## src/sv/shs_pkg.sv

```systemverilog
// Shared types and constants for the SHA-256 stream hasher.
package shs_pkg;

    // Control sequence of the hasher.
    typedef enum logic [3:0] {
        S_IDLE,
        S_PAD80,
        S_PADZ,
        S_PADLEN,
        S_LOAD,
        S_ROUND,
        S_UPD,
        S_OUT_RD,
        S_OUT_WR
    } t_state;

    // Working variables a..h, element 0 is a.
    typedef logic [7:0][31:0] t_work;

    // Message schedule window, element 0 is the word used in the current round.
    typedef logic [15:0][31:0] t_win;

    localparam logic [7:0] PAD_BYTE = 8'h80;
    localparam logic [5:0] LEN_POS  = 6'd56;
    localparam logic [5:0] LAST_POS = 6'd63;

    localparam logic [31:0] ROUND_K [64] = '{
        32'h428a2f98, 32'h71374491, 32'hb5c0fbcf, 32'he9b5dba5,
        32'h3956c25b, 32'h59f111f1, 32'h923f82a4, 32'hab1c5ed5,
        32'hd807aa98, 32'h12835b01, 32'h243185be, 32'h550c7dc3,
        32'h72be5d74, 32'h80deb1fe, 32'h9bdc06a7, 32'hc19bf174,
        32'he49b69c1, 32'hefbe4786, 32'h0fc19dc6, 32'h240ca1cc,
        32'h2de92c6f, 32'h4a7484aa, 32'h5cb0a9dc, 32'h76f988da,
        32'h983e5152, 32'ha831c66d, 32'hb00327c8, 32'hbf597fc7,
        32'hc6e00bf3, 32'hd5a79147, 32'h06ca6351, 32'h14292967,
        32'h27b70a85, 32'h2e1b2138, 32'h4d2c6dfc, 32'h53380d13,
        32'h650a7354, 32'h766a0abb, 32'h81c2c92e, 32'h92722c85,
        32'ha2bfe8a1, 32'ha81a664b, 32'hc24b8b70, 32'hc76c51a3,
        32'hd192e819, 32'hd6990624, 32'hf40e3585, 32'h106aa070,
        32'h19a4c116, 32'h1e376c08, 32'h2748774c, 32'h34b0bcb5,
        32'h391c0cb3, 32'h4ed8aa4a, 32'h5b9cca4f, 32'h682e6ff3,
        32'h748f82ee, 32'h78a5636f, 32'h84c87814, 32'h8cc70208,
        32'h90befffa, 32'ha4506ceb, 32'hbef9a3f7, 32'hc67178f2
    };

    localparam logic [31:0] INIT_HASH [8] = '{
        32'h6a09e667, 32'hbb67ae85, 32'h3c6ef372, 32'ha54ff53a,
        32'h510e527f, 32'h9b05688c, 32'h1f83d9ab, 32'h5be0cd19
    };

endpackage

```

## src/sv/shs_round.sv

```systemverilog
// One SHA-256 compression round together with the next message schedule word.
module shs_round (
    input  shs_pkg::t_work i_work,
    input  shs_pkg::t_win  i_win,
    input  logic [31:0]    i_k,
    output shs_pkg::t_work o_work,
    output logic [31:0]    o_w_next
);
    import shs_pkg::*;

    function automatic logic [31:0] f_rotr(input logic [31:0] v, input int unsigned s);
        return (v >> s) | (v << (32 - s));
    endfunction

    logic [31:0] w_big1;
    logic [31:0] w_choose;
    logic [31:0] w_t1;
    logic [31:0] w_big0;
    logic [31:0] w_major;
    logic [31:0] w_t2;
    logic [31:0] w_sig0;
    logic [31:0] w_sig1;

    // Round function on the working variables.
    always_comb begin
        w_big1   = f_rotr(i_work[4], 6) ^ f_rotr(i_work[4], 11) ^ f_rotr(i_work[4], 25);
        w_choose = (i_work[4] & i_work[5]) ^ (~i_work[4] & i_work[6]);
        w_t1     = i_work[7] + w_big1 + w_choose + i_k + i_win[0];
        w_big0   = f_rotr(i_work[0], 2) ^ f_rotr(i_work[0], 13) ^ f_rotr(i_work[0], 22);
        w_major  = (i_work[0] & i_work[1]) ^ (i_work[0] & i_work[2]) ^ (i_work[1] & i_work[2]);
        w_t2     = w_big0 + w_major;
        o_work[0] = w_t1 + w_t2;
        o_work[1] = i_work[0];
        o_work[2] = i_work[1];
        o_work[3] = i_work[2];
        o_work[4] = i_work[3] + w_t1;
        o_work[5] = i_work[4];
        o_work[6] = i_work[5];
        o_work[7] = i_work[6];
    end

    // Schedule word W[t+16] for the current round t.
    always_comb begin
        w_sig0   = f_rotr(i_win[1], 7) ^ f_rotr(i_win[1], 18) ^ (i_win[1] >> 3);
        w_sig1   = f_rotr(i_win[14], 17) ^ f_rotr(i_win[14], 19) ^ (i_win[14] >> 10);
        o_w_next = i_win[0] + w_sig0 + i_win[9] + w_sig1;
    end

endmodule

```

## src/sv/sha256_stream_hasher_unit.sv

```systemverilog
// Top level of the SHA-256 stream hasher: byte intake, padding, compression and digest output.
//
// The hasher takes one message byte per cycle while a 64-byte block is being
// collected. When a block is full the input stalls while the block is read
// from the 16-word message memory and the hash from the 8-word hash memory,
// the rounds run one at a time through a single round unit, and the result is
// added back into the hash memory.
// An end mark adds the padding bytes (9 to 72 bytes), a switch to the length
// bytes, one or two more compressions, and then eight digest words, word 0 first.
// No clearing pass is needed after reset; the hash returns to its initial
// value at once after each digest.
module sha256_stream_hasher_unit (
    input  logic        i_clk,
    input  logic        i_rst_n,
    input  logic        i_s_axis_tvalid,
    output logic        o_s_axis_tready,
    input  logic [7:0]  i_s_axis_tdata,   // data_byte
    input  logic        i_s_axis_tuser,   // byte_present
    input  logic        i_s_axis_tlast,   // end_of_message
    output logic        o_m_axis_tvalid,
    input  logic        i_m_axis_tready,
    output logic [31:0] o_m_axis_tdata,   // digest_word
    output logic [2:0]  o_m_axis_tuser,   // word_index
    output logic        o_m_axis_tlast    // last_word
);
    import shs_pkg::*;

    // Memories.
    logic [31:0] wmem [16];
    logic [31:0] hmem [8];

    t_state      r_state, n_state;
    t_state      r_resume, n_resume;
    logic [6:0]  r_cnt, n_cnt;
    logic [5:0]  r_fill;
    logic [23:0] r_word;
    logic [60:0] r_total, n_total;
    logic [63:0] r_bits, n_bits;
    t_win        r_win, n_win;
    t_work       r_work, n_work;
    logic [7:0]  r_hvalid;
    logic [31:0] r_wrd;
    logic [31:0] r_hrd;
    logic        r_hvq;
    logic [2:0]  r_hraq;
    logic [2:0]  r_oidx, n_oidx;
    logic        r_ov;
    logic [31:0] r_odata;
    logic [2:0]  r_otag;
    logic        r_olast;

    logic        in_acc;
    logic        push_en;
    logic [7:0]  push_byte;
    logic [3:0]  wmem_ra;
    logic [2:0]  hmem_ra;
    logic        hmem_we;
    logic [2:0]  hmem_wa;
    logic [31:0] hmem_wd;
    logic        out_ld;
    logic        finish;
    logic [31:0] hval;
    t_work       rnd_work;
    logic [31:0] rnd_wnext;

    // Bytes are taken only while no block or digest is being processed.
    assign o_s_axis_tready = (r_state == S_IDLE);
    assign in_acc = i_s_axis_tvalid && o_s_axis_tready;

    // Hash word read back: entries not yet written since the last digest hold the initial value.
    assign hval = r_hvq ? r_hrd : INIT_HASH[r_hraq];

    shs_round u_round (
        .i_work   (r_work),
        .i_win    (r_win),
        .i_k      (ROUND_K[r_cnt[5:0]]),
        .o_work   (rnd_work),
        .o_w_next (rnd_wnext)
    );

    // Next state and datapath control.
    always_comb begin
        n_state   = r_state;
        n_resume  = r_resume;
        n_cnt     = r_cnt;
        n_total   = r_total;
        n_bits    = r_bits;
        n_win     = r_win;
        n_work    = r_work;
        n_oidx    = r_oidx;
        push_en   = 1'b0;
        push_byte = 8'h00;
        wmem_ra   = r_cnt[3:0];
        hmem_ra   = r_cnt[2:0];
        hmem_we   = 1'b0;
        hmem_wa   = r_cnt[2:0] - 3'd1;
        hmem_wd   = hval + r_work[0];
        out_ld    = 1'b0;
        finish    = 1'b0;
        case (r_state)
            S_IDLE: begin
                if (in_acc) begin
                    push_en   = i_s_axis_tuser;
                    push_byte = i_s_axis_tdata;
                    if (i_s_axis_tuser) begin
                        n_total = r_total + 61'd1;
                    end
                    if (i_s_axis_tuser && r_fill == LAST_POS) begin
                        n_state  = S_LOAD;
                        n_cnt    = 7'd0;
                        n_resume = i_s_axis_tlast ? S_PAD80 : S_IDLE;
                    end else if (i_s_axis_tlast) begin
                        n_state = S_PAD80;
                    end
                end
            end
            S_PAD80: begin
                push_en   = 1'b1;
                push_byte = PAD_BYTE;
                n_bits    = {r_total, 3'b000};
                n_oidx    = 3'd0;
                n_state   = S_PADZ;
                if (r_fill == LAST_POS) begin
                    n_state  = S_LOAD;
                    n_cnt    = 7'd0;
                    n_resume = S_PADZ;
                end
            end
            S_PADZ: begin
                if (r_fill == LEN_POS) begin
                    n_state = S_PADLEN;
                end else begin
                    push_en = 1'b1;
                    if (r_fill == LAST_POS) begin
                        n_state  = S_LOAD;
                        n_cnt    = 7'd0;
                        n_resume = S_PADZ;
                    end
                end
            end
            S_PADLEN: begin
                push_en   = 1'b1;
                push_byte = r_bits[63:56];
                n_bits    = {r_bits[55:0], 8'h00};
                if (r_fill == LAST_POS) begin
                    n_state  = S_LOAD;
                    n_cnt    = 7'd0;
                    n_resume = S_OUT_RD;
                end
            end
            S_LOAD: begin
                n_cnt = r_cnt + 7'd1;
                if (r_cnt != 7'd0) begin
                    n_win = {r_wrd, r_win[15:1]};
                end
                if (r_cnt != 7'd0 && r_cnt <= 7'd8) begin
                    n_work = {hval, r_work[7:1]};
                end
                if (r_cnt == 7'd16) begin
                    n_state = S_ROUND;
                    n_cnt   = 7'd0;
                end
            end
            S_ROUND: begin
                n_work = rnd_work;
                n_win  = {rnd_wnext, r_win[15:1]};
                n_cnt  = r_cnt + 7'd1;
                if (r_cnt == 7'd63) begin
                    n_state = S_UPD;
                    n_cnt   = 7'd0;
                end
            end
            S_UPD: begin
                n_cnt = r_cnt + 7'd1;
                if (r_cnt != 7'd0) begin
                    hmem_we = 1'b1;
                    n_work  = {r_work[0], r_work[7:1]};
                end
                if (r_cnt == 7'd8) begin
                    n_state = r_resume;
                    n_cnt   = 7'd0;
                end
            end
            S_OUT_RD: begin
                hmem_ra = r_oidx;
                n_state = S_OUT_WR;
            end
            S_OUT_WR: begin
                hmem_ra = r_oidx;
                if (!r_ov || i_m_axis_tready) begin
                    out_ld = 1'b1;
                    if (r_oidx == 3'd7) begin
                        finish  = 1'b1;
                        n_total = '0;
                        n_state = S_IDLE;
                    end else begin
                        n_oidx  = r_oidx + 3'd1;
                        n_state = S_OUT_RD;
                    end
                end
            end
            default: begin
                n_state = S_IDLE;
            end
        endcase
    end

    // Control registers.
    always_ff @(posedge i_clk) begin
        if (!i_rst_n) begin
            r_state  <= S_IDLE;
            r_resume <= S_IDLE;
            r_cnt    <= '0;
            r_fill   <= '0;
            r_total  <= '0;
            r_hvalid <= '0;
            r_oidx   <= '0;
            r_ov     <= 1'b0;
        end else begin
            r_state  <= n_state;
            r_resume <= n_resume;
            r_cnt    <= n_cnt;
            r_total  <= n_total;
            r_oidx   <= n_oidx;
            if (push_en) begin
                r_fill <= r_fill + 6'd1;
            end
            if (finish) begin
                r_hvalid <= '0;
            end else if (hmem_we) begin
                r_hvalid[hmem_wa] <= 1'b1;
            end
            if (out_ld) begin
                r_ov <= 1'b1;
            end else if (i_m_axis_tready) begin
                r_ov <= 1'b0;
            end
        end
    end

    // Datapath registers.
    always_ff @(posedge i_clk) begin
        r_bits <= n_bits;
        r_win  <= n_win;
        r_work <= n_work;
        if (push_en) begin
            r_word <= {r_word[15:0], push_byte};
        end
        if (out_ld) begin
            r_odata <= hval;
            r_otag  <= r_oidx;
            r_olast <= (r_oidx == 3'd7);
        end
    end

    // Message memory: a word is written once its fourth byte arrives.
    always_ff @(posedge i_clk) begin
        if (push_en && r_fill[1:0] == 2'd3) begin
            wmem[r_fill[5:2]] <= {r_word, push_byte};
        end
        r_wrd <= wmem[wmem_ra];
    end

    // Hash memory with its read address kept for the initial-value fallback.
    always_ff @(posedge i_clk) begin
        if (hmem_we) begin
            hmem[hmem_wa] <= hmem_wd;
        end
        r_hrd  <= hmem[hmem_ra];
        r_hvq  <= r_hvalid[hmem_ra];
        r_hraq <= hmem_ra;
    end

    assign o_m_axis_tvalid = r_ov;
    assign o_m_axis_tdata  = r_odata;
    assign o_m_axis_tuser  = r_otag;
    assign o_m_axis_tlast  = r_olast;

`ifndef SYNTHESIS
    a_last_tag: assert property (@(posedge i_clk) disable iff (!i_rst_n)
        o_m_axis_tvalid && o_m_axis_tlast |-> o_m_axis_tuser == 3'd7)
        else $error("last digest word carries a wrong index");

    a_full_block: assert property (@(posedge i_clk) disable iff (!i_rst_n)
        in_acc && i_s_axis_tuser && r_fill == LAST_POS |=> r_state == S_LOAD && r_fill == 6'd0)
        else $error("full block did not start a compression");

    a_finish_clear: assert property (@(posedge i_clk) disable iff (!i_rst_n)
        finish |=> r_hvalid == 8'h00 && r_fill == 6'd0 && r_total == 61'd0)
        else $error("state not cleared after digest");

    a_no_push_busy: assert property (@(posedge i_clk) disable iff (!i_rst_n)
        (r_state == S_LOAD || r_state == S_ROUND || r_state == S_UPD) |-> !push_en)
        else $error("byte written during compression");
`endif

endmodule

```

## config.mk

```make
export PLATFORM = sky130hd
export DESIGN_NAME = sha256_stream_hasher_unit
export DESIGN_NICKNAME = d
export VERILOG_FILES = /design/src/sv/shs_pkg.sv /design/src/sv/shs_round.sv /design/src/sv/sha256_stream_hasher_unit.sv
export SDC_FILE = /design/constraint.sdc
export NUM_CORES = 2
export LEC_CHECK = 0
export BUFFER_PORTS_ARGS = -buffer_cell sky130_fd_sc_hd__clkbuf_2
export CORE_ASPECT_RATIO = 0.7
export CORE_MARGIN = 2
export CORE_UTILIZATION = 47
export DETAILED_ROUTE_END_ITERATION = 6
export PLACE_DENSITY = 0.68
export SYNTH_ARGS = -nofsm -noshare
export SYNTH_HDL_FRONTEND = slang
export SYNTH_HIERARCHICAL = 1
export SYNTH_SLANG_ARGS = --single-unit
```

## constraint.sdc

```tcl
create_clock -name i_clk -period 92.9 [get_ports i_clk]
set_input_delay 9.29 -clock i_clk [delete_from_list [all_inputs] [get_ports i_clk]]
set_output_delay 9.29 -clock i_clk [all_outputs]
set_load 0.02 [all_outputs]
```

==> impl_metrics.toml <==
[critical_path]
crit_chain = "clkbuf_2 -> and2_1 -> nor2_1 -> a41oi_1 -> o21a_2 -> nand2_1 -> or3_1 -> nor2_4"
endpoint_kind = "flip-flop"
regToRegSetupSlack_ps = 80980
cp_top_family = "simple AND/OR/NAND/NOR gates"
worstPathArrival_ps = 12410
worstPathRequired_ps = 93340
start_kind = "primary input"
reg2reg_depth = 39
r2r-start = "r_cnt[0]"
crit_fanout = 32
cp.buffers_inverters = 1
cpPeakStageDelay_ps = 870
slowest_stage = "nor2_4"
crit_type = "in -> reg"
r2r-end = "r_work[31]"

[grt]
grt_pass1_wl_um = 315000
grt_pass1_vias = 45865
gr-total-overflow = 0
grt_start_max_net_pins = 141
grt_use_total_pct = 22.9
antenna_found_initial = 20

[synthesis]
syn_inst = 5961
yosysMostFrequentCell = "edfxtp_1"
synthArstFlopShare_pct = 0
avgSynthCellArea_um2 = 14.5
ys_seq_elements = 1818
synth_top_cell_area_share_pct = 57.5
yosysUniqueCellTypes = 97
synthFlopType = "edfxtp_1"
synth_area_leaders = "edfxtp_1, mux4_2, fa_1"
syn_nets = 6352
synthTopCellsByCount = "edfxtp_1, inv_1, nand2_1, mux2_2, xnor2_1"
syn_area_um2 = 86600
yosys.area.top_type = "edfxtp_1"
seq_area_frac_synth_pct = 61.2
synth_edf_count = 1657
yosysWarnings = 6

[floorplanning]
io_pins = 52
rows = 131
fp.dieW_um = 517
start_util_pct = 47.4
core_area_um2 = 183000
die_y_um = 363
die-area_um2 = 188000

[run]
maxCapViolations = 0

[place]
dpl.cell_count = 8133
port_buffers = 51
dpl_cell_area_um2 = 88400
pre_cts_slack_ps = 80010
dp_hpwl_um = 151000
gp_congestion = 0.950

[routing]
routed_via_density = 5.80
routedWlPerCell_um = 25.6
drc = 0
wirelength_um = 216000
dr.pass1.iters = 6
ant_nets = 0
vias = 48988
drt_iter0_drc = 6421

[worst_hold_path]
hold_class = "reg -> reg"
min_to = "r_win[214]"
hp-start = "r_win[246]"
hold_depth = 0

[sta]
rsz0062_at_grt = "no"
min_period_ps = 11970
worstMarginPinSlew_ps = 1330
finalMaxSlewViolations = 0
tns_ps = 0
clock_skew_ps = 68.2
fmax_mhz = 83.5
setup_viol_count_final = 0
fin_ws_ps = 80930
final_hold_viol_count = 0
slew_headroom_pct = 10.5
whs_ps = 384
finalCritPeriodShare_pct = 12.9

[cts]
root_buffer = "clkbuf_16"
path_clk_slew_ps = 60
cts_post_setup_buffers_inserted = 0
hold_buffers = 0
cts_tree = "yes"
htreeDepth = 4
clock_path_buffers = 3
cts_sinks = 1818
worstSkewPairLatency_ps = 840
cts_buffers = 166
post_cts_resized = 0

[power_and_ir_drop]
peakVddDrop_v = 0.0000168
power_mw = 1.61
power_density_nw_per_um2 = 17.1
power_leakage_nw = 33.0

[finish]
drive_above_1_share_pct = 17.2
area_growth_pct = 8.61
final_cells = 8453
final_nets = 6232
final_core_util_pct = 51.5
fin_area_um2 = 94000

[status]
outcome = "complete, no violations"
## cell families (layout without fill, tap and decap cells)
group	count (synthesis)	in the layout	share of synthesized area [%]
flops	1818	1818	61.2
other cells	0	9	0
simple gates	982	982	5.25
xor+xnor	454	454	4.61
mux	591	591	10.7
fa+ha+maj	380	380	7.11
compound gates	835	835	6.31
buf+inv	901	924	4.87
## power breakdown
part / total (mW) / internal, mW / switching [mW]
logic: 0.00966 / 0.00249 / 0.00716
clock network: 0.697 / 0.383 / 0.314
registers: 0.902 / 0.893 / 0.00914
## flip-flops by register name, summed over array words and instances, names as in the netlist, 7 cells and up
signal / count
hmem: 256
o_m_axis_tdata: 32
r_bits: 61
r_cnt: 7
r_hrd: 32
r_hvalid: 8
r_total: 61
r_win: 512
r_word: 24
r_work: 256
r_wrd: 32
wmem: 512
## routing by layer
layer  share of wire (%)  wire, um  global-route usage (%)
met3                  11     24900                    6.13
met4                 1.8      3920                    5.17
met1                  48    103000                    38.3
met5               0.030        64                       0
met2                  39     84200                    28.8
## final cells by class
cell class	count	area [um2]
Clock buffer	222	4540
Timing Repair Buffer	143	958
Tap cell	2460	3080
Antenna cell	9	22.5
Multi-Input combinational cell	3242	29600
Clock inverter	89	1040
Sequential cell	1818	53000
Fill cell	15073	88500
Inverter	470	1770
## cells in the final DEF, fill, tap and decap left out, drive strengths merged, types with 20 or more instances in the layout
cell type / netlist / layout
nor2b: 41 / 41
clkinv: 2 / 61
nor3: 50 / 50
ha: 189 / 189
a21o: 105 / 105
or3: 20 / 20
xnor2: 275 / 275
o211ai: 30 / 30
mux2: 315 / 315
a22o: 20 / 20
and2: 26 / 26
nand2: 376 / 376
inv: 468 / 478
a22oi: 30 / 30
clkbuf: 150 / 273
nand3: 81 / 81
nand2b: 26 / 26
fa: 188 / 188
buf: 280 / 92
edfxtp: 1657 / 1657
o21ai: 221 / 221
and3: 31 / 31
nor2: 244 / 244
o21a: 29 / 29
a211oi: 31 / 31
mux4: 234 / 234
a21oi: 190 / 190
xor2: 178 / 178
dfxtp: 161 / 161
nand4: 33 / 33
mux2i: 42 / 42
## how the worst max path moves through the flow
stage | slack, ps | endpoint | from | cells after the start
CTS | 80930 | wmem[8][27] | i_s_axis_tvalid | 8
finish | 80930 | wmem[8][21] | i_s_axis_tvalid | 8
detailed placement | 80010 | wmem[8][18] | i_s_axis_tvalid | 8
global route | 80530 | r_work[31] | r_cnt[0] | 37
global placement | 80050 | wmem[8][18] | i_s_axis_tvalid | 8
floorplan | 54500 | r_win[0] | r_cnt[0] | 10
No activity file was read; power rests on OpenSTA's default activity.
